===== src/design/imv_pkg.sv =====
// ---------------------------------------------------------------------------
// imv_pkg: shared constants and types
// Fixed-point formats, kind codes, Taylor divisors and the structs that
// travel between the pipeline sections.
// ---------------------------------------------------------------------------
package imv_pkg;

  localparam int FRAC_W   = 16;
  localparam int ENERGY_W = 24;
  localparam int KIND_W   = 2;
  localparam int UNI_W    = FRAC_W;
  localparam int TOTAL_W  = ENERGY_W + 1;
  localparam int MOM_W    = ENERGY_W + 2;
  localparam int ROOT_W   = ENERGY_W + 1;
  localparam int RAD_W    = 2 * ROOT_W;
  localparam int SIN_W    = FRAC_W + 1;
  localparam int DIR_W    = 31;
  localparam int Q32_W    = 33;

  localparam logic [KIND_W-1:0] KIND_PHOTON   = 2'd0;
  localparam logic [KIND_W-1:0] KIND_ELECTRON = 2'd1;

  localparam longint unsigned MASS_VAL = ((64'd511 << FRAC_W) + 64'd500) / 64'd1000;
  localparam logic [FRAC_W-1:0] MASS_FX = MASS_VAL[FRAC_W-1:0];

  localparam logic [34:0]      TWO_PI_Q32 = 35'd26986075409;
  localparam logic [Q32_W-1:0] Q32_ONE    = 33'h1_0000_0000;

  localparam int HORNER_STEPS = 6;
  localparam int SIN_STEPS    = 5;

  localparam logic [7:0] COS_DIV [HORNER_STEPS] = '{8'd132, 8'd90, 8'd56, 8'd30, 8'd12, 8'd2};
  // last sine entry is never used: the sine series has one step less
  localparam logic [7:0] SIN_DIV [HORNER_STEPS] = '{8'd110, 8'd72, 8'd42, 8'd20, 8'd6, 8'd6};

  localparam logic [31:0] COS_RCP [HORNER_STEPS] = '{
    32'((64'd1 << 32) / 64'd132), 32'((64'd1 << 32) / 64'd90),
    32'((64'd1 << 32) / 64'd56),  32'((64'd1 << 32) / 64'd30),
    32'((64'd1 << 32) / 64'd12),  32'((64'd1 << 32) / 64'd2)};
  localparam logic [31:0] SIN_RCP [HORNER_STEPS] = '{
    32'((64'd1 << 32) / 64'd110), 32'((64'd1 << 32) / 64'd72),
    32'((64'd1 << 32) / 64'd42),  32'((64'd1 << 32) / 64'd20),
    32'((64'd1 << 32) / 64'd6),   32'((64'd1 << 32) / 64'd6)};

  localparam int SQ_LAT    = ROOT_W;
  localparam int SC_LAT    = 1 + 3 * HORNER_STEPS + 2;
  localparam int SC_PAD    = SQ_LAT - SC_LAT;
  localparam int SCALE_LAT = 3;

  typedef struct packed {
    logic [31:0] x;
    logic [31:0] x2;
    logic [1:0]  quad;
    logic        swap;
  } imv_ang_t;

  typedef struct packed {
    logic [Q32_W-1:0] cm;
    logic             cn;
    logic [Q32_W-1:0] sm;
    logic             sn;
  } imv_dir_t;

  typedef struct packed {
    logic               kind;
    logic [TOTAL_W-1:0] etot;
    logic               zneg;
    logic [FRAC_W:0]    cz;
  } imv_side_t;

endpackage


===== src/design/imv_sqrt.sv =====
// ---------------------------------------------------------------------------
// imv_sqrt: pipelined integer square root
// Restoring digit-by-digit root, one result bit per register stage.
// ---------------------------------------------------------------------------
module imv_sqrt (
  input  logic                        clk,
  input  logic                        en,
  input  logic [imv_pkg::RAD_W-1:0]   rad_i,
  output logic [imv_pkg::ROOT_W-1:0]  root_o
);

  localparam int RW = imv_pkg::ROOT_W;
  localparam int AW = imv_pkg::RAD_W;
  localparam int MW = RW + 2;

  logic [MW-1:0] rem_r  [RW];
  logic [RW-1:0] root_r [RW];
  logic [AW-1:0] rad_r  [RW];

  for (genvar k = 0; k < RW; k++) begin : g_bit
    logic [MW-1:0] rem_in;
    logic [RW-1:0] root_in;
    logic [AW-1:0] rad_in;
    logic [MW-1:0] cur;
    logic [MW-1:0] trial;
    logic [MW-1:0] rem_nxt;
    logic [RW-1:0] root_nxt;

    if (k == 0) begin : g_first
      assign rem_in  = '0;
      assign root_in = '0;
      assign rad_in  = rad_i;
    end else begin : g_next
      assign rem_in  = rem_r[k-1];
      assign root_in = root_r[k-1];
      assign rad_in  = rad_r[k-1];
    end

    assign cur   = {rem_in[MW-3:0], rad_in[AW-1 -: 2]};
    assign trial = {root_in, 2'b01};

    always_comb begin
      if (cur >= trial) begin
        rem_nxt  = cur - trial;
        root_nxt = {root_in[RW-2:0], 1'b1};
      end else begin
        rem_nxt  = cur;
        root_nxt = {root_in[RW-2:0], 1'b0};
      end
    end

    always_ff @(posedge clk) begin
      if (en) begin
        rem_r[k]  <= rem_nxt;
        root_r[k] <= root_nxt;
        rad_r[k]  <= {rad_in[AW-3:0], 2'b00};
      end
    end
  end

  assign root_o = root_r[RW-1];

endmodule


===== config.mk =====
export PLATFORM = sky130hd
export DESIGN_NAME = imv_sqrt
export DESIGN_NICKNAME = d
export VERILOG_FILES = /design/src/design/imv_pkg.sv /design/src/design/imv_sqrt.sv
export SDC_FILE = /design/constraint.sdc
export NUM_CORES = 2
export LEC_CHECK = 0
export BUFFER_PORTS_ARGS = -buffer_cell sky130_fd_sc_hd__buf_2
export CORE_ASPECT_RATIO = 0.8
export CORE_UTILIZATION = 60
export DETAILED_ROUTE_END_ITERATION = 12
export PLACE_DENSITY = 0.86
export SYNTH_ARGS = -nofsm -noshare
export SYNTH_HDL_FRONTEND = slang
export SYNTH_SLANG_ARGS = --single-unit

===== constraint.sdc =====
create_clock -name clk -period 4.1 [get_ports clk]
set_clock_uncertainty 0.05 [all_clocks]
set_input_delay 0.205 -clock clk [delete_from_list [all_inputs] [get_ports clk]]
set_output_delay 0.205 -clock clk [all_outputs]
set_load 0.01 [all_outputs]

==> out/qor.yml <==
timing:
  fin_tns_setup_ps: 0
  rsz0062_at_grt: "false"
  setup_slack_ps: 324
  fin_crit_sh: 0.921
  fmax_mhz: 265
  slew_viol_final: 0
  max_slew_margin: 0.360
  setup_viol: 0
  tightest_slew_ps: 960
  finalHoldViolations: 0
  fin_crit_ps: 3780
die:
  die_width_um: 382
  initial_core_util: 0.605
  die_h_um: 306
  core_um2: 115000
  ioPinCount: 77
  num_rows: 111
  dieArea_um2: 117000
global_route:
  busiest_layer: "met2"
  grt_use_met3: 0.0434
  use_met1: 0.326
  antenna_found_initial: 0
  use_met2: 0.366
  overflow: 0
  grt_pass1_wl_um: 216000
  grt_max_degree: 130
  grt_usage: 0.232
  first_global_vias: 40900
status:
  status: "finished, final reports clean"
clock_network:
  clkLatencyLatePin_ps: 760
  cts_root_buf: "clkbuf_16"
  clk_pin_slew_ps: 60
  cts_tree: "built"
  cts_buffers: 143
  htreeDepth: 4
  cts_buffer_depth: 3
  cts.sinks: 1492
synthesis:
  yosys.cell_count.top_type: "edfxtp_1"
  syn_area_um2: 69300
  yosys_warnings: 0
  synth_seq_cells: 1492
  syn-num-nets: 5714
  synth_edf_count: 1492
  yosysUniqueCellTypes: 90
  yosysSeqAreaShare: 0.647
  synth_top_area_frac: 0.647
  synth_flop_cell: "edfxtp_1"
  avgSynthCellArea_um2: 13.0
  synth_top_cell_by_area: "edfxtp_1"
  ys_top_cells_by_count: "edfxtp_1 (1,492), inv_1 (453), a21oi_1 (381), nor2_1 (366), ha_1 (351)"
  netlist_instances: 5311
  yosys-top-cells-area: "edfxtp_1 (65%), ha_1 (6.3%), xor2_1 (3.1%), a21oi_1 (2.8%), xnor2_1 (2.5%)"
  async_flop_share: 0
pwr:
  ir_drop_mv: 0.550
  leakagePower_uw: 0.0298
  powerDensity_nw_per_um2: 535
route:
  drt_iter0_markers: 4248
  wl_um: 136000
  viasPerCell: 5.92
  drt_pass1_iterations: 8
  ant_nets: 0
  drc: 0
  vias: 42500
  avgRoutedWirePerCell_um: 19.0
layout:
  fin_nets: 5946
  drive_gt1_frac: 0.0803
  stdcell_count: 7181
  fillCellCount: 7627
  areaGrowthSynthToFinish_pct: 11.1
  diodes: 0
hold_path:
  worstHoldPathType: "in -> reg"
placed_design:
  place_hpwl_um: 93000
  portBuffers: 76
  gp_congestion: 0.910
  place_inst: 6871
  dp_slack_ps: 264
worst_setup_path:
  startpoint_type: "flip-flop"
  crit_arrival_ps: 4230
  path_max_fanout: 18
  path_class: "reg -> reg"
  endpoint_kind: "flip-flop"
  critPathRequiredTime_ps: 4550
job:
  max-cap-violations: 0
routing by layer:
| layer | vias up | routed length [µm] | share of wire |
|---|---|---|---|
| met5 | - | 0 | 0 |
| met2 | 1614 | 63300 | 0.46 |
| met3 | 254 | 10100 | 0.074 |
| met4 | 0 | 3300 | 0.024 |
| met1 | 20400 | 59600 | 0.44 |
| li1 | 20200 | - | - |
layout make-up:
| type | count | area, µm² | share of cell area |
|---|---|---|---|
| Clock inverter | 90 | 801 | 0.0104 |
| Clock buffer | 168 | 3740 | 0.0485 |
| Sequential cell | 1492 | 44800 | 0.582 |
| Tap cell | 1525 | 1910 | 0.0248 |
| Inverter | 453 | 1700 | 0.0221 |
| Timing Repair Buffer | 192 | 1630 | 0.0212 |
| Multi-Input combinational cell | 3261 | 22400 | 0.291 |
repair_timing:
item,in CTS,in global routing
endpoints found under the hold margin,163,0
hold buffers,52,0
gates resized for setup,0,1
endpoints found under the setup margin,0,3
setup buffers,0,0
kinds of logic (layout without fill, tap and decap cells):
family / after synthesis / after routing / share of synthesized area
other: 1 / 1 / 0.0000541
AND/OR/NAND/NOR: 1328 / 1328 / 0.0970
buffers and inverters: 558 / 903 / 0.0308
flip-flops: 1492 / 1492 / 0.647
XOR/XNOR: 442 / 442 / 0.0560
adder cells (fa/ha/maj): 351 / 351 / 0.0634
multiplexers: 53 / 53 / 0.00860
AO/OA/AOI/OAI: 1086 / 1086 / 0.0974
critical path, stage by stage, from the launching register on:
cell	delay, ps
edfxtp_1	410
ha_1	400
o21ai_0	270
a22oi_1	100
buf_4	180
a2111oi_1	540
nor3_1	150
o21ai_0	420
o211ai_1	380
buf_4	330
mux2_2	310
through the flow:
stage | util | instance area [µm²] | total power [µW] | hold slack (ps)
finish | 0.672 | 77000 | 41200 | 98.7
global route | 0.672 | 77000 | 43000 | 78.7
CTS | 0.672 | 77000 | 41300 | 37.2
detailed placement | 0.628 | 71900 | 28300 | 333
global placement | 0.628 | 71900 | 28000 | 333
floorplan | - | 69300 | 25900 | 254
final timing paths:
check,start,endpoint,slack (ps),cells after the start
max,rem_r[1][190]$_DFFE_PP_,rem_r[2][7]$_DFFE_PP_,320,10
min,rad_i[34],rad_r[0][34]$_DFFE_PP_,100,2
max reg2reg,rem_r[1][190]$_DFFE_PP_,rem_r[2][7]$_DFFE_PP_,320,10
min reg2reg,rad_r[0][73]$_DFFE_PP_,rad_r[0][123]$_DFFE_PP_,350,0
layout by cell type, fill, tap and decap left out, types with 34 or more instances in the layout:
cell type / n
buf_2: 75
and3_1: 38
o21ai_0: 242
ha_1: 351
xor2_1: 243
clkinv_1: 41
xnor2_1: 198
edfxtp_1: 1492
nand3_1: 73
a21oi_1: 380
mux2_2: 48
nor3_1: 152
inv_1: 453
nor4_1: 65
or3_1: 50
nand2b_1: 69
nand4_1: 59
nor2_1: 366
o21a_1: 57
clkbuf_16: 146
buf_4: 45
or4_1: 34
o31ai_1: 42
a21o_1: 117
dlygate4sd3_1: 52
nor2b_1: 52
nand2_1: 255
power by group:
part | total [µW] | internal (µW) | switching [µW]
Clock | 12800 | 7240 | 5590
Combinational | 7990 | 3390 | 4600
Sequential | 20300 | 19200 | 1170
Total | 41200 | 29800 | 11400
state kept, by name (all words and copies together), names as in the netlist:
signal / flops
rem_r: 567
rad_r: 600
root_r: 325
No activity file was read; power rests on OpenSTA's default activity.
